**src/rtl/core/assert_macros.svh**
```systemverilog
// Assertion macros for the RTL of the comment and body stripper.
`ifndef ASSERT_MACROS_SVH
`define ASSERT_MACROS_SVH

`ifndef SYNTHESIS
// Property that must hold at every clock edge outside reset.
`define ASSERT_CLK(label, clk, rst_n, prop, msg) \
    label: assert property (@(posedge clk) disable iff (!rst_n) prop) else $error(msg);
// Condition that must never be true outside reset.
`define ASSERT_NEVER(label, clk, rst_n, cond, msg) \
    label: assert property (@(posedge clk) disable iff (!rst_n) !(cond)) else $error(msg);
`else
`define ASSERT_CLK(label, clk, rst_n, prop, msg)
`define ASSERT_NEVER(label, clk, rst_n, cond, msg)
`endif

`endif

```
**src/rtl/core/ccs_pkg.sv**
```systemverilog
// Package with the types and character codes of the comment and body stripper.
`timescale 1ns / 1ps
`default_nettype none

package ccs_pkg;

    // Default width of the brace depth counter.
    localparam int CCS_DEPTH_BITS = 8;

    // Characters that steer the parser.
    localparam logic [7:0] CH_SLASH = 8'h2F;
    localparam logic [7:0] CH_STAR  = 8'h2A;
    localparam logic [7:0] CH_OPEN  = 8'h7B;
    localparam logic [7:0] CH_CLOSE = 8'h7D;
    localparam logic [7:0] CH_NL    = 8'h0A;

    // Parser modes, one-hot.
    typedef enum logic [6:0] {
        MODE_NORMAL     = 7'b0000001,
        MODE_SLASH      = 7'b0000010,
        MODE_LINE       = 7'b0000100,
        MODE_BLOCK      = 7'b0001000,
        MODE_BLOCK_STAR = 7'b0010000,
        MODE_SKIP_LINE  = 7'b0100000,
        MODE_BODY       = 7'b1000000
    } mode_t;

    // One result beat.
    typedef struct packed {
        logic [7:0] data;
        logic       present;
        logic       last;
    } res_t;

    // Number of result beats caused by one input beat (0, 1 or 2).
    typedef logic [1:0] res_cnt_t;

endpackage

`default_nettype wire

```
**src/rtl/core/c_comment_and_body_stripper_top.sv**
```systemverilog
// Top level of the comment and body stripper: parser state and result queue.
//
// Filters C source text at one byte per clock while in_stall is low: line
// comments, block comments with the rest of their line, and everything inside
// brace-delimited bodies are dropped, while the outer braces are kept. A beat
// with text_end high flushes a pending slash and produces an end beat with last
// high. The parser state is updated in the cycle a beat is accepted, and its
// results appear on the output from the next cycle through a four-entry result
// queue. A byte normally causes zero or one result; a lone slash followed by a
// byte, or a pending slash at end of text, causes two. in_stall rises while more
// than two results wait in the queue, so with the output never stalled the block
// takes one input beat every cycle and sustains one result beat per cycle.
`timescale 1ns / 1ps
`default_nettype none
`include "assert_macros.svh"

module c_comment_and_body_stripper_top #(
    parameter int DEPTH_BITS = ccs_pkg::CCS_DEPTH_BITS
) (
    input  wire        clk,
    input  wire        rst_n,
    input  wire        in_valid,
    output logic       in_stall,
    input  wire [7:0]  in_byte,
    input  wire        text_end,
    output logic       out_valid,
    input  wire        out_stall,
    output logic [7:0] out_byte,
    output logic       byte_present,
    output logic       last
);
    import ccs_pkg::*;

    localparam int QUEUE_DEPTH = 4;
    localparam int PTR_BITS    = $clog2(QUEUE_DEPTH);
    localparam int CNT_BITS    = $clog2(QUEUE_DEPTH + 1);

    localparam logic [PTR_BITS-1:0] PTR_ONE     = PTR_BITS'(1);
    localparam logic [CNT_BITS-1:0] CNT_LIMIT   = CNT_BITS'(QUEUE_DEPTH - 2);
    localparam logic [CNT_BITS-1:0] CNT_FULL    = CNT_BITS'(QUEUE_DEPTH);

    // Parser state.
    mode_t                 mode_reg;
    mode_t                 mode_next;
    logic [DEPTH_BITS-1:0] depth_reg;
    logic [DEPTH_BITS-1:0] depth_next;

    // Result queue.
    res_t                  queue_reg [QUEUE_DEPTH];
    logic [PTR_BITS-1:0]   wr_ptr_reg;
    logic [PTR_BITS-1:0]   wr_ptr_next;
    logic [PTR_BITS-1:0]   rd_ptr_reg;
    logic [PTR_BITS-1:0]   rd_ptr_next;
    logic [CNT_BITS-1:0]   count_reg;
    logic [CNT_BITS-1:0]   count_next;
    logic [PTR_BITS-1:0]   wr_ptr_plus1;

    res_t                  res0;
    res_t                  res1;
    res_cnt_t              res_cnt;
    res_cnt_t              push_n;
    logic                  in_fire;
    logic                  pop;
    res_t                  head;

    // Byte parser.
    ccs_step #(
        .DEPTH_BITS (DEPTH_BITS)
    ) u_step (
        .mode       (mode_reg),
        .depth      (depth_reg),
        .in_byte    (in_byte),
        .text_end   (text_end),
        .mode_next  (mode_next),
        .depth_next (depth_next),
        .res0       (res0),
        .res1       (res1),
        .res_cnt    (res_cnt)
    );

    // Handshake on both sides.
    assign in_stall  = (count_reg > CNT_LIMIT);
    assign in_fire   = in_valid && !in_stall;
    assign out_valid = (count_reg != '0);
    assign pop       = out_valid && !out_stall;
    assign push_n    = in_fire ? res_cnt : 2'd0;

    // Queue pointers and fill count.
    assign wr_ptr_plus1 = wr_ptr_reg + PTR_ONE;
    assign wr_ptr_next  = wr_ptr_reg + PTR_BITS'(push_n);
    assign rd_ptr_next  = pop ? (rd_ptr_reg + PTR_ONE) : rd_ptr_reg;
    assign count_next   = count_reg + CNT_BITS'(push_n) - CNT_BITS'(pop);

    // Parser state and queue control registers.
    always_ff @(posedge clk or negedge rst_n)
    begin
        if (!rst_n)
        begin
            mode_reg   <= MODE_NORMAL;
            depth_reg  <= '0;
            wr_ptr_reg <= '0;
            rd_ptr_reg <= '0;
            count_reg  <= '0;
        end
        else
        begin
            if (in_fire)
            begin
                mode_reg  <= mode_next;
                depth_reg <= depth_next;
            end
            wr_ptr_reg <= wr_ptr_next;
            rd_ptr_reg <= rd_ptr_next;
            count_reg  <= count_next;
        end
    end

    // Queue entries: the first result goes to the write pointer, a second one after it.
    always_ff @(posedge clk)
    begin
        if (push_n != 2'd0)
        begin
            queue_reg[wr_ptr_reg] <= res0;
        end
        if (push_n == 2'd2)
        begin
            queue_reg[wr_ptr_plus1] <= res1;
        end
    end

    // Output beat from the head of the queue.
    assign head         = queue_reg[rd_ptr_reg];
    assign out_byte     = head.data;
    assign byte_present = head.present;
    assign last         = head.last;

    // Checks on the queue and the parser.
    `ASSERT_NEVER(a_count_over, clk, rst_n, count_reg > CNT_FULL, "result queue overfilled")
    `ASSERT_CLK(a_ptr_count, clk, rst_n, (PTR_BITS'(wr_ptr_reg - rd_ptr_reg) == PTR_BITS'(count_reg)) || (count_reg == CNT_FULL), "queue pointers disagree with fill count")
    `ASSERT_CLK(a_end_resets, clk, rst_n, (in_fire && text_end) |=> ((mode_reg == MODE_NORMAL) && (depth_reg == '0)), "end of text did not reset the parser")
    `ASSERT_NEVER(a_body_depth, clk, rst_n, (mode_reg == MODE_BODY) && (depth_reg == '0), "inside a body with zero depth")

endmodule

`default_nettype wire

```
**src/rtl/core/ccs_step.sv**
```systemverilog
// Next-state and result logic of the stripper for one input byte.
`timescale 1ns / 1ps
`default_nettype none

module ccs_step #(
    parameter int DEPTH_BITS = 8
) (
    input  wire ccs_pkg::mode_t    mode,
    input  wire [DEPTH_BITS-1:0]   depth,
    input  wire [7:0]              in_byte,
    input  wire                    text_end,
    output ccs_pkg::mode_t         mode_next,
    output logic [DEPTH_BITS-1:0]  depth_next,
    output ccs_pkg::res_t          res0,
    output ccs_pkg::res_t          res1,
    output ccs_pkg::res_cnt_t      res_cnt
);
    import ccs_pkg::*;

    localparam logic [DEPTH_BITS-1:0] DEPTH_MAX  = {DEPTH_BITS{1'b1}};
    localparam logic [DEPTH_BITS-1:0] DEPTH_ONE  = DEPTH_BITS'(1);
    localparam logic [DEPTH_BITS-1:0] DEPTH_ZERO = '0;

    // Handling of a byte in normal text: a slash is held back, a brace opens a body.
    mode_t                 nb_mode;
    logic [DEPTH_BITS-1:0] nb_depth;
    logic                  nb_emit;
    res_t                  nb_res;
    res_t                  slash_res;
    res_t                  end_res;

    always_comb
    begin
        nb_res   = '{data: in_byte, present: 1'b1, last: 1'b0};
        nb_emit  = 1'b1;
        nb_depth = depth;
        nb_mode  = MODE_NORMAL;
        if (in_byte == CH_SLASH)
        begin
            nb_emit = 1'b0;
            nb_mode = MODE_SLASH;
        end
        else if (in_byte == CH_OPEN)
        begin
            nb_depth = DEPTH_ONE;
            nb_mode  = MODE_BODY;
        end
    end

    assign slash_res = '{data: CH_SLASH, present: 1'b1, last: 1'b0};
    assign end_res   = '{data: 8'h00, present: 1'b0, last: 1'b1};

    // Mode and depth update, and the result beats of this byte.
    always_comb
    begin
        mode_next  = mode;
        depth_next = depth;
        res0       = '0;
        res1       = '0;
        res_cnt    = 2'd0;
        if (text_end)
        begin
            // End of text: flush a pending slash, then the end beat.
            mode_next  = MODE_NORMAL;
            depth_next = DEPTH_ZERO;
            if (mode == MODE_SLASH)
            begin
                res0    = slash_res;
                res1    = end_res;
                res_cnt = 2'd2;
            end
            else
            begin
                res0    = end_res;
                res_cnt = 2'd1;
            end
        end
        else
        begin
            case (mode)
                MODE_SLASH:
                begin
                    if (in_byte == CH_SLASH)
                    begin
                        mode_next = MODE_LINE;
                    end
                    else if (in_byte == CH_STAR)
                    begin
                        mode_next = MODE_BLOCK;
                    end
                    else
                    begin
                        // Lone slash: emit it, then treat this byte as normal text.
                        res0       = slash_res;
                        res1       = nb_res;
                        res_cnt    = nb_emit ? 2'd2 : 2'd1;
                        mode_next  = nb_mode;
                        depth_next = nb_depth;
                    end
                end
                MODE_LINE:
                begin
                    if (in_byte == CH_NL)
                    begin
                        mode_next = MODE_NORMAL;
                    end
                end
                MODE_BLOCK:
                begin
                    if (in_byte == CH_STAR)
                    begin
                        mode_next = MODE_BLOCK_STAR;
                    end
                end
                MODE_BLOCK_STAR:
                begin
                    if (in_byte == CH_SLASH)
                    begin
                        mode_next = MODE_SKIP_LINE;
                    end
                    else if (in_byte != CH_STAR)
                    begin
                        mode_next = MODE_BLOCK;
                    end
                end
                MODE_SKIP_LINE:
                begin
                    if (in_byte == CH_NL)
                    begin
                        mode_next = MODE_NORMAL;
                    end
                end
                MODE_BODY:
                begin
                    if (in_byte == CH_OPEN)
                    begin
                        if (depth != DEPTH_MAX)
                        begin
                            depth_next = depth + DEPTH_ONE;
                        end
                    end
                    else if (in_byte == CH_CLOSE)
                    begin
                        if (depth[DEPTH_BITS-1:1] == '0)
                        begin
                            // Outermost closing brace: keep it and leave the body.
                            depth_next = DEPTH_ZERO;
                            res0       = '{data: CH_CLOSE, present: 1'b1, last: 1'b0};
                            res_cnt    = 2'd1;
                            mode_next  = MODE_NORMAL;
                        end
                        else
                        begin
                            depth_next = depth - DEPTH_ONE;
                        end
                    end
                end
                default:
                begin
                    // Normal text, and any code that is not a mode.
                    res0       = nb_res;
                    res_cnt    = nb_emit ? 2'd1 : 2'd0;
                    mode_next  = nb_mode;
                    depth_next = nb_depth;
                end
            endcase
        end
    end

endmodule

`default_nettype wire
```
**config.mk**
```make
export PLATFORM = sky130hd
export DESIGN_NAME = c_comment_and_body_stripper_top
export DESIGN_NICKNAME = d
export VERILOG_FILES = /design/src/rtl/core/ccs_pkg.sv /design/src/rtl/core/c_comment_and_body_stripper_top.sv /design/src/rtl/core/ccs_step.sv
export VERILOG_INCLUDE_DIRS = /design/src /design/src/rtl/core
export SDC_FILE = /design/constraint.sdc
export NUM_CORES = 1
export LEC_CHECK = 0
export BUFFER_PORTS_ARGS = -buffer_cell sky130_fd_sc_hd__buf_2
export CAP_MARGIN = 20
export CORE_AREA = 2 2 84 86
export DETAILED_ROUTE_END_ITERATION = 10
export DIE_AREA = 0 0 86 88
export PLACE_DENSITY = 0.82
export REMOVE_ABC_BUFFERS = 1
export SYNTH_ARGS = -nofsm -noshare
export SYNTH_HDL_FRONTEND = slang
export SYNTH_HIERARCHICAL = 1
export SYNTH_SLANG_ARGS = --single-unit
```
**constraint.sdc**
```tcl
create_clock -name clk -period 5.3 [get_ports clk]
set_input_delay 1.06 -clock clk [delete_from_list [all_inputs] [get_ports clk]]
set_output_delay 1.06 -clock clk [all_outputs]
set_load 0.02 [all_outputs]
```
==> Implementation_results.wiki, run 1 <==
{| class="wikitable"
! Metric !! Value
|-
| Count of input and output buffers || 24
|-
| Count of buffer and inverter cells on the critical path || 3
|-
| Number of vias per cell after detailed routing || 6.71
|-
| Depth of the most critical reg-to-reg path || 7
|-
| Cell area reported after detailed placement || 4490 µm²
|-
| Die Area || 7570 µm²
|-
| Number of DRC markers in iteration 0 || 203
|-
| Residual DRC count || 0
|-
| Number of gates resized after CTS || 0
|-
| Die width || 86 µm
|-
| TritonCTS clock tree || built
|-
| Peak ir drop on the vdd network || 0.169 mV
|-
| Cell taking the most area after synthesis || edfxtp_1
|-
| Kind of path behind the tightest hold check || flop to flop
|-
| Number of global-route vias before repair || 3,139
|-
| Worst setup margin || 1620 ps
|-
| I/O pin cnt || 25
|-
| Final net count || 414
|-
| Number of enable-type register cells in the synthesized netlist || 40
|-
| Fin. max-slew vios || 0
|-
| Switching power share of the total || 34.0%
|-
| Clock-pin slew of the registers on the worst-case setup and hold paths || 70 ps
|-
| Critical path launch point type || input port
|-
| Detailed placement HPWL || 6760 µm
|-
| Maximum clock path buffer count || 2
|-
| Buffers inserted during post-CTS setup optimization || 0
|-
| Depth of the worst hold-timing path || 1
|-
| Data required time of the worst path || 5520 ps
|-
| Synth Flop Type || edfxtp_1
|-
| Inserted Clock Buffers || 9
|-
| Most common cell after layout, fill and taps aside || mux2_2
|-
| Async set-or-reset flop fraction in the synthesized netlist || 35.5%
|-
| Slowest stage cell on the critical path || nor4_4
|-
| Final total negative setup slack || 0 ps
|-
| Number of buffers added to fix hold violations after cts || 0
|-
| Worst skew pair latency || 340 ps
|-
| Max-cap violation count || 0
|-
| Antenna diode count || 0
|-
| Post-Route Skew || 7.84 ps
|-
| Worst min-delay path startpoint || count_reg[2]
|-
| Cell-internal power || 1.07 mW
|-
| Syn-to-layout area delta || 8.58%
|-
| Sort of element at the end of the critical path || flop
|-
| Portion of total power attributed to the clock network || 28.3%
|-
| Final critical delay including setup and external delays || 3680 ps
|-
| Sequential power share || 41.4%
|-
| Achievable clock frequency || 271 MHz
|-
| Final number of hold-violating endpoints || 0
|-
| M2 GR Usage || 49.2%
|-
| Largest net degree at the start of global routing || 23
|-
| GR Util met1 || 35.3%
|-
| Final core occ || 70.8%
|-
| Final setup violation count || 0
|-
| Cell types occupying the most area after synthesis || edfxtp_1 (28%), mux2_2 (12%), dfrtp_1 (12%)
|-
| Wirelength per Cell || 20.6 µm
|-
| Total global-route track usage || 27.9%
|-
| Global-route wire length before repair || 16,200 µm
|-
| Terminating pin of the worst hold path || count_reg[2]
|-
| Final weighted congestion in routability-driven placement || 0.943
|-
| Worst EP arrival || 3900 ps
|-
| Count of state elements after synthesis || 62
|-
| Detailed-route wire length || 9860 µm
|-
| Total non-filler cell area in the finished layout || 4700 µm²
|-
| Setup repair after global routing missed its margin || false
|-
| Die Ht || 88 µm
|-
| Maximum fanout count along the critical path || 6
|-
| Category of cells accounting for the largest share of critical-path delay || simple AND/OR/NAND/NOR gates
|-
| Floorplan core area || 6640 µm²
|-
| Most utilized layer in the global route result || met2
|-
| Setup slack at placement || 1320 ps
|-
| Num rows || 30
|-
| Met3 layer usage reported by global route || 4.24%
|-
| Proportion of netlist area held by the largest area contributor || 27.7%
|-
| Status || complete, no violations
|-
| Peak per-stage delay on the critical path || 410 ps
|-
| Non-filler instance count after layout || 479
|-
| Number of distinct standard cells referenced by the synthesized netlist || 73
|-
| Placed Cells incl. Taps || 463
|-
| Ordered list of cells on the worst path || buf_2 -> nand4b_1 -> nor4_4 -> nand2_2 -> o221ai_1 -> nand3_1 -> ha_1 -> inv_1 -> ha_1 -> inv_1 -> fa_1 -> xor2_1 -> xnor2_1
|-
| Syn_area_per_cell || 11.7 µm²
|-
| R2r startpoint || mode_reg[2]
|-
| Master cell of the clock root buffer || clkbuf_8
|-
| Pwr dens || 346 nW/µm²
|-
| Starting density of the core || 65.2%
|-
| Synthesis Warnings || 6
|-
| Count of TritonRoute iterations in the first routing pass || 5
|-
| Initial antenna violation count || 0
|-
| Cells after Synth || 371
|-
| CP Class || input port to flop
|-
| Tightest Pin Transition || 986 ps
|-
| Flip-flop count of the largest register, all copies and words added || 40
|-
| Final worst path period share || 69.5%
|-
| Sequential element share of the synthesized area || 40.5%
|-
| Commonest cells after routing, fill and taps aside || mux2_2 (47), edfxtp_1 (40), nor2_1 (24), buf_2 (24), dfrtp_1 (21)
|-
| Proportion of layout cells with a drive suffix above 1 || 32.1%
|-
| Setup slack of the most critical reg-to-reg path || 1750 ps
|-
| Clock Sinks || 62
|-
| Proportion of power drawn by combinational gates || 30.4%
|-
| Leakage power || 1.85 nW
|-
| ANT nets after route || 0
|-
| Global route overflow || 0
|-
| Htree depth || 3
|-
| R2R Path End || queue_reg[1][8]
|-
| Count of vias placed by the detailed router || 3,215
|-
| Switching component of the power || 0.553 mW
|-
| Worst slew margin relative to its limit || 34.1%
|-
| Post-Syn Area || 4330 µm²
|}
[cell usage after synthesis, types with 4 or more instances]
cell / instances
nor2b_1: 5
nand2b_1: 8
o32ai_1: 5
mux2_2: 47
xor2_1: 6
nand4_4: 4
and2_1: 8
ha_1: 6
nand2_1: 15
nand3_1: 9
a211oi_1: 5
buf_2: 7
o21ai_0: 5
a21oi_1: 15
inv_1: 15
nor2_1: 24
nor3_1: 9
clkbuf_1: 5
and3_1: 6
o21a_1: 5
dfrtp_1: 21
or3_1: 6
mux2_4: 6
xnor2_1: 5
edfxtp_1: 40
mux4_2: 10
[cell families after synthesis]
group	count (synthesis)	synth area share [%]
DFF	62	40.5
and+or+nand+nor	125	19.2
buffers and inverters	32	3.61
muxes	68	20.8
xor gates and xnor gates	11	2.23
AOI/OAI and AO/OA	66	11.5
adders and majority gates	7	2.20
[worst register-to-register path, stage by stage (launching register included)]
cell	delay [ps]
dfrtp_1	510
nor4_2	440
and3_1	350
a211o_2	330
o221ai_1	290
nor2b_1	640
nand4_4	360
mux2_2	380
[power by group through the flow]
stage                     logic, mW  clock network (mW)  registers [mW]
after floorplan               0.367                   0           0.661
after global placement        0.480                   0           0.680
after detailed placement      0.496                   0           0.685
after CTS                     0.497               0.463           0.675
after global routing          0.531               0.481           0.684
final                         0.493               0.459           0.672
[worst max path at each step]
stage | start | endpoint | cells after the start | slack (ps)
after floorplan | in_byte[7] | queue_reg[1][0] | 6 | 1710
after global placement | in_byte[1] | count_reg[2] | 13 | 1390
after detailed placement | in_byte[1] | count_reg[2] | 13 | 1320
after CTS | in_byte[1] | count_reg[2] | 13 | 1670
after global routing | in_byte[1] | count_reg[2] | 13 | 1390
final | in_byte[1] | count_reg[2] | 13 | 1620
[per-stage QoR]
step           hold WS (ps)  total power, mW
6_report                575             1.62
5_1_grt                 600             1.70
4_1_cts                 578             1.64
3_5_place_dp            567             1.18
3_3_place_gp            536             1.16
2_1_floorplan           522             1.03
[cell type report]
class | instances | area, µm²
Timing Repair Buffer | 29 | 158
Clock inverter | 6 | 86.3
Fill cell | 470 | 1940
Multi-Input combinational cell | 277 | 2420
Clock buffer | 10 | 128
Sequential cell | 62 | 1750
Inverter | 15 | 56.3
Tap cell | 80 | 100
[routing by layer]
metal  vias up  part of all wire [%]
li1       1499                     -
met1      1573                    42
met2       125                    51
met3        18                   5.5
met4         0                   1.4
met5         -                     0
(Power assumes the default switching activity.)
==> run 2, diff against run 1 <==
--- a/config.mk
+++ b/config.mk
@@ -8,10 +8,10 @@
 export LEC_CHECK = 0
 export BUFFER_PORTS_ARGS = -buffer_cell sky130_fd_sc_hd__buf_2
 export CAP_MARGIN = 20
-export CORE_AREA = 2 2 84 86
+export CORE_AREA = 2 2 91 93
 export DETAILED_ROUTE_END_ITERATION = 10
-export DIE_AREA = 0 0 86 88
-export PLACE_DENSITY = 0.82
+export DIE_AREA = 0 0 93 95
+export PLACE_DENSITY = 0.74
 export REMOVE_ABC_BUFFERS = 1
 export SYNTH_ARGS = -nofsm -noshare
 export SYNTH_HDL_FRONTEND = slang
==> constraint.sdc (replaced) <==
create_clock -name clk -period 3.3 [get_ports clk]
set_input_delay 0.66 -clock clk [delete_from_list [all_inputs] [get_ports clk]]
set_output_delay 0.66 -clock clk [all_outputs]
set_load 0.02 [all_outputs]
==> Implementation_results.wiki, run 2 (synthesis results as in run 1) <==
{| class="wikitable"
! Metric !! Value
|-
| Fin. max-slew vios || 0
|-
| Die width || 93 µm
|-
| Worst EP arrival || 3300 ps
|-
| Ordered list of cells on the worst path || or4_4 -> nor4_4 -> nand2_2 -> o221ai_1 -> nand3_1 -> ha_1 -> inv_1 -> ha_1 -> inv_1 -> fa_1 -> xor2_1 -> xnor2_1
|-
| ANT nets after route || 0
|-
| Proportion of power drawn by combinational gates || 31.9%
|-
| Depth of the most critical reg-to-reg path || 12
|-
| Wirelength per Cell || 19.0 µm
|-
| Clock-pin slew of the registers on the worst-case setup and hold paths || 80 ps
|-
| Final worst path period share || 93.2%
|-
| Kind of path behind the tightest hold check || input port to asynchronous set/reset pin
|-
| Residual DRC count || 0
|-
| Htree depth || 3
|-
| Antenna diode count || 0
|-
| Initial antenna violation count || 0
|-
| Data required time of the worst path || 3520 ps
|-
| Commonest cells after routing, fill and taps aside || mux2_2 (47), edfxtp_1 (40), buf_4 (26), nor2_1 (24), buf_2 (24)
|-
| Status || complete, no violations
|-
| Setup repair after global routing missed its margin || false
|-
| Tightest Pin Transition || 963 ps
|-
| CP Class || flop to flop
|-
| Global-route wire length before repair || 16,100 µm
|-
| TritonCTS clock tree || built
|-
| Detailed placement HPWL || 7150 µm
|-
| Final setup violation count || 0
|-
| Inserted Clock Buffers || 9
|-
| Switching component of the power || 0.903 mW
|-
| Slowest stage cell on the critical path || or4_4
|-
| Post-Route Skew || 9.08 ps
|-
| Maximum clock path buffer count || 2
|-
| Fill count || 659
|-
| Largest net degree at the start of global routing || 23
|-
| Floorplan core area || 7930 µm²
|-
| Pwr dens || 510 nW/µm²
|-
| Count of input and output buffers || 24
|-
| Switching power share of the total || 36.5%
|-
| Sequential power share || 43.7%
|-
| Master cell of the clock root buffer || clkbuf_8
|-
| Sort of element at the end of the critical path || flop
|-
| Number of DRC markers in iteration 0 || 153
|-
| Final total negative setup slack || 0 ps
|-
| R2r startpoint || depth_reg[4]
|-
| Starting density of the core || 54.6%
|-
| Final number of hold-violating endpoints || 0
|-
| Most common cell after layout, fill and taps aside || mux2_2
|-
| Number of buffers added to fix hold violations after cts || 0
|-
| Clock Sinks || 62
|-
| R2R Path End || count_reg[2]
|-
| Placed Cells incl. Taps || 509
|-
| Peak per-stage delay on the critical path || 580 ps
|-
| I/O pin cnt || 25
|-
| Critical path launch point type || flop
|-
| Peak ir drop on the vdd network || 0.211 mV
|-
| Worst slew margin relative to its limit || 35.6%
|-
| Final critical delay including setup and external delays || 3070 ps
|-
| Detailed-route wire length || 9980 µm
|-
| Total global-route track usage || 23.6%
|-
| Proportion of layout cells with a drive suffix above 1 || 35.7%
|-
| Leakage power || 1.92 nW
|-
| Setup slack at placement || 38.3 ps
|-
| Portion of total power attributed to the clock network || 24.4%
|-
| Final net count || 435
|-
| Die Area || 8840 µm²
|-
| Die Ht || 95 µm
|-
| Final core occ || 61.2%
|-
| Setup slack of the most critical reg-to-reg path || 230 ps
|-
| Non-filler instance count after layout || 525
|-
| Achievable clock frequency || 325 MHz
|-
| Syn-to-layout area delta || 12.1%
|-
| Maximum fanout count along the critical path || 3
|-
| Final weighted congestion in routability-driven placement || 0.945
|-
| Cell-internal power || 1.57 mW
|-
| Worst setup margin || 225 ps
|-
| Worst skew pair latency || 340 ps
|-
| Max-cap violation count || 0
|-
| Global route overflow || 0
|-
| Count of TritonRoute iterations in the first routing pass || 5
|-
| Count of vias placed by the detailed router || 3,241
|-
| Number of global-route vias before repair || 3,184
|-
| Flip-flop count of the largest register, all copies and words added || 40
|-
| Number of vias per cell after detailed routing || 6.17
|-
| Buffers inserted during post-CTS setup optimization || 0
|-
| Num rows || 33
|}
==> run 2: cell types whose count changed in the layout (fill, tap and decap cells not counted), moves of 2 or more <==
cell and change:
bufinv_16 -2, buf_4 +21, clkinvlp_4 +4, clkinv_2 -2
==> run 2: worst max-delay path by stage <==
stage	startpoint	end	slack, ps
finish	depth_reg[4]	count_reg[2]	230
global route	depth_reg[4]	count_reg[2]	90
CTS	mode_reg[3]	queue_reg[2][6]	20
detailed placement	in_byte[7]	count_reg[2]	40
global placement	in_byte[7]	count_reg[2]	70
floorplan	in_byte[7]	queue_reg[1][0]	110
==> run 2: critical path, delay by kind of cell, from the launching register on <==
family                   cells  cell delay (ps)
flip-flops                   1              390
XOR/XNOR                     2              290
adder cells (fa/ha/maj)      3              800
AO/OA/AOI/OAI                1              250
AND/OR/NAND/NOR              4             1130
buffers and inverters        2              100
==> run 2: metal layers <==
metal / vias up / share of wire (%) / global-route usage, %
li1: 1532 / - / -
met1: 1585 / 44 / 30.7
met2: 101 / 49 / 40.2
met3: 23 / 4.6 / 3.35
met4: 0 / 1.9 / 9.19
met5: - / 0 / 0
==> run 2: what timing repair did <==
| action | 4_1_cts | 5_1_grt |
|---|---|---|
| setup endpoints to repair | 0 | 40 |
| endpoints found under the hold margin | 0 | 0 |
| resized for setup | 0 | 1 |
==> run 2: power groups by stage <==
stage	sequential, mW	combinational, mW	clock [mW]
2_1_floorplan	1.06	0.590	0
3_3_place_gp	1.09	0.774	0
3_5_place_dp	1.10	0.798	0
4_1_cts	1.08	0.800	0.615
5_1_grt	1.10	0.850	0.640
6_report	1.08	0.790	0.603
==> run 2: area by class of cell <==
cell class	count	area, µm²	share of cell area, %
inverter	15	56.3	1.16
clock buffer	9	124	2.55
clock inverter	7	50.0	1.03
timing repair buffer	50	315	6.50
sequential	62	1750	36.1
tap	105	131	2.71
multi-input combinational	277	2420	49.9
==> run 2: per-stage QoR <==
step	total power [mW]	cell area, µm²	hold WS [ps]
3_5_place_dp	1.90	4680	553
6_report	2.47	4850	291
5_1_grt	2.59	4850	330
3_3_place_gp	1.87	4680	544
4_1_cts	2.50	4850	302
2_1_floorplan	1.65	4230	364
==> run 3, diff against run 2 <==
--- a/config.mk
+++ b/config.mk
@@ -8,12 +8,11 @@
 export LEC_CHECK = 0
 export BUFFER_PORTS_ARGS = -buffer_cell sky130_fd_sc_hd__buf_2
 export CAP_MARGIN = 20
-export CORE_AREA = 2 2 91 93
+export CORE_AREA = 2 2 88 90
 export DETAILED_ROUTE_END_ITERATION = 10
-export DIE_AREA = 0 0 93 95
-export PLACE_DENSITY = 0.74
+export DIE_AREA = 0 0 90 92
+export PLACE_DENSITY = 0.72
 export REMOVE_ABC_BUFFERS = 1
 export SYNTH_ARGS = -nofsm -noshare
 export SYNTH_HDL_FRONTEND = slang
-export SYNTH_HIERARCHICAL = 1
 export SYNTH_SLANG_ARGS = --single-unit
==> Implementation_results.wiki, run 3 <==
{| class="wikitable"
! Metric !! Value
|-
| Inserted Clock Buffers || 9
|-
| Final number of hold-violating endpoints || 0
|-
| Leakage power || 1.60 nW
|-
| Die width || 90 µm
|-
| Commonest cells after routing, fill and taps aside || edfxtp_1 (40), a21oi_1 (25), buf_2 (24), nand2_1 (22), dfrtp_1 (21)
|-
| Switching power share of the total || 33.4%
|-
| Post-Syn Area || 3880 µm²
|-
| Count of state elements after synthesis || 62
|-
| Achievable clock frequency || 322 MHz
|-
| Kind of path behind the tightest hold check || input port to asynchronous set/reset pin
|-
| Buffers inserted during post-CTS setup optimization || 0
|-
| Starting density of the core || 52.2%
|-
| Floorplan core area || 7450 µm²
|-
| Synth Flop Type || edfxtp_1
|-
| Clock-pin slew of the registers on the worst-case setup and hold paths || 80 ps
|-
| I/O pin cnt || 25
|-
| Sequential element share of the synthesized area || 45.1%
|-
| R2r startpoint || mode_reg[5]
|-
| Detailed placement HPWL || 6790 µm
|-
| Cell-internal power || 1.71 mW
|-
| Critical path launch point type || flop
|-
| Worst EP arrival || 3330 ps
|-
| Count of TritonRoute iterations in the first routing pass || 6
|-
| Sequential power share || 41.8%
|-
| Die Ht || 92 µm
|-
| Worst skew pair latency || 350 ps
|-
| Detailed-route wire length || 9490 µm
|-
| Largest net degree at the start of global routing || 25
|-
| Number of gates resized after CTS || 0
|-
| Cell types occupying the most area after synthesis || edfxtp_1 (31%), dfrtp_1 (14%), mux4_2 (5.8%)
|-
| Htree depth || 3
|-
| Post-Route Skew || 14.0 ps
|-
| Number of buffers added to fix hold violations after cts || 0
|-
| Total global-route track usage || 24.3%
|-
| Status || complete, no violations
|-
| Tightest Pin Transition || 904 ps
|-
| Wirelength per Cell || 19.0 µm
|-
| Final total negative setup slack || 0 ps
|-
| Num rows || 32
|-
| Worst slew margin relative to its limit || 39.2%
|-
| Master cell of the clock root buffer || clkbuf_8
|-
| Most common cell after layout, fill and taps aside || edfxtp_1
|-
| Die Area || 8280 µm²
|-
| Number of DRC markers in iteration 0 || 291
|-
| TritonCTS clock tree || built
|-
| Cells after Synth || 371
|-
| Residual DRC count || 0
|-
| Depth of the most critical reg-to-reg path || 12
|-
| ANT nets after route || 0
|-
| Switching component of the power || 0.858 mW
|-
| Final critical delay including setup and external delays || 3110 ps
|-
| Pwr dens || 592 nW/µm²
|-
| Syn-to-layout area delta || 11.5%
|-
| Final setup violation count || 0
|-
| Global route overflow || 0
|-
| Global-route wire length before repair || 15,700 µm
|-
| Syn_area_per_cell || 10.5 µm²
|-
| Portion of total power attributed to the clock network || 27.7%
|-
| Worst setup path start || mode_reg[5]
|-
| Proportion of layout cells with a drive suffix above 1 || 20.7%
|-
| Area used by multi-input combinational logic || 1960 µm²
|-
| CP Class || flop to flop
|-
| Proportion of netlist area held by the largest area contributor || 30.9%
|-
| Final weighted congestion in routability-driven placement || 0.944
|-
| Setup slack of the most critical reg-to-reg path || 190 ps
|-
| Number of distinct standard cells referenced by the synthesized netlist || 65
|-
| Area occupied by registers || 1750 µm²
|-
| Fill count || 666
|-
| Async set-or-reset flop fraction in the synthesized netlist || 35.5%
|-
| Leading cell type by number of instances after synthesis || edfxtp_1
|-
| Crit path to || count_reg[2]
|-
| Maximum fanout count along the critical path || 8
|-
| Final net count || 413
|-
| Synthesis Warnings || 0
|-
| Final worst path period share || 94.1%
|-
| Clock Sinks || 62
|-
| Sort of element at the end of the critical path || flop
|-
| Post-Route Hold Slack || 262 ps
|-
| Max-cap violation count || 0
|-
| Proportion of power drawn by combinational gates || 30.4%
|-
| Maximum clock path buffer count || 2
|-
| Setup repair after global routing missed its margin || false
|-
| Top cells by instance count after synthesis || edfxtp_1 (40), a21oi_1 (25), nand2_1 (22), dfrtp_1 (21), o21ai_0 (17)
|-
| Count of input and output buffers || 24
|-
| Number of vias per cell after detailed routing || 6.28
|-
| Data required time of the worst path || 3530 ps
|-
| Initial antenna violation count || 0
|-
| Fin. max-slew vios || 0
|-
| Peak ir drop on the vdd network || 0.262 mV
|-
| Cell taking the most area after synthesis || edfxtp_1
|-
| Final core occ || 58.1%
|-
| R2R Path End || count_reg[2]
|-
| Flip-flop count of the largest register, all copies and words added || 40
|-
| Count of vias placed by the detailed router || 3,140
|-
| Number of global-route vias before repair || 3,088
|-
| Number of enable-type register cells in the synthesized netlist || 40
|}
-- run 3: layer usage --
| metal | track usage (%) | routed length (µm) |
|---|---|---|
| met2 | 41.2 | 4690 |
| met3 | 3.94 | 525 |
| met5 | 0 | 0 |
| met1 | 31.5 | 4070 |
| met4 | 9.10 | 207 |
-- run 3: per-stage QoR --
| step | setup WS (ps) | area (µm²) | power, mW | cells |
|---|---|---|---|---|
| 2_1_floorplan | 382 | 3760 | 1.61 | 343 |
| 3_3_place_gp | 122 | 4130 | 1.85 | 484 |
| 3_5_place_dp | 55.7 | 4130 | 1.88 | 484 |
| 4_1_cts | 212 | 4330 | 2.59 | 499 |
| 5_1_grt | 29.9 | 4330 | 2.69 | 499 |
| 6_report | 194 | 4330 | 2.56 | 500 |
-- run 3: area by class of cell --
cell class                      instances  area share (%)
Clock buffer                            9            2.86
Multi-Input combinational cell        267            45.3
Inverter                               14            1.21
Timing Repair Buffer                   39            5.38
Tap cell                              102            2.95
Sequential cell                        62            40.5
Antenna cell                            1          0.0578
Clock inverter                          6            1.79
-- run 3: worst max-delay path: stages, from the launching register on --
cell,delay [ps]
dfrtp_1,540
nor3_1,130
a221o_1,410
a2111oi_0,410
o21a_1,210
inv_1,110
ha_1,280
inv_1,60
ha_1,130
inv_1,50
fa_1,370
xor2_1,160
xnor2_1,120
-- run 3: power groups by stage --
stage                     clock (mW)  sequential [mW]  combinational (mW)
after floorplan                    0             1.05               0.562
after global placement             0             1.08               0.762
after detailed placement           0             1.09               0.786
after CTS                      0.723             1.08               0.789
after global routing           0.749             1.09               0.848
final                          0.711             1.07               0.780
-- run 3: kinds of logic (layout without fill, tap and decap cells) --
logic type / count (synthesis) / after routing / synth area share, %
buffers and inverters: 42 / 68 / 4.41
AND/OR/NAND/NOR: 115 / 115 / 17.6
adder cells (fa/ha/maj): 7 / 7 / 2.45
flip-flops: 62 / 62 / 45.1
other: 0 / 1 / 0
XOR/XNOR: 11 / 11 / 2.48
AO/OA/AOI/OAI: 114 / 114 / 19.3
multiplexers: 20 / 20 / 8.60
-- run 3: worst min-delay path by stage --
stage | from | endpoint | slack [ps] | cells after the start
after floorplan | rst_n | count_reg[0] | 360 | 0
after global placement | count_reg[2] | count_reg[2] | 480 | 1
after detailed placement | count_reg[2] | count_reg[2] | 500 | 1
after CTS | rst_n | depth_reg[7] | 280 | 1
after global routing | rst_n | depth_reg[7] | 320 | 1
final | rst_n | depth_reg[7] | 260 | 1
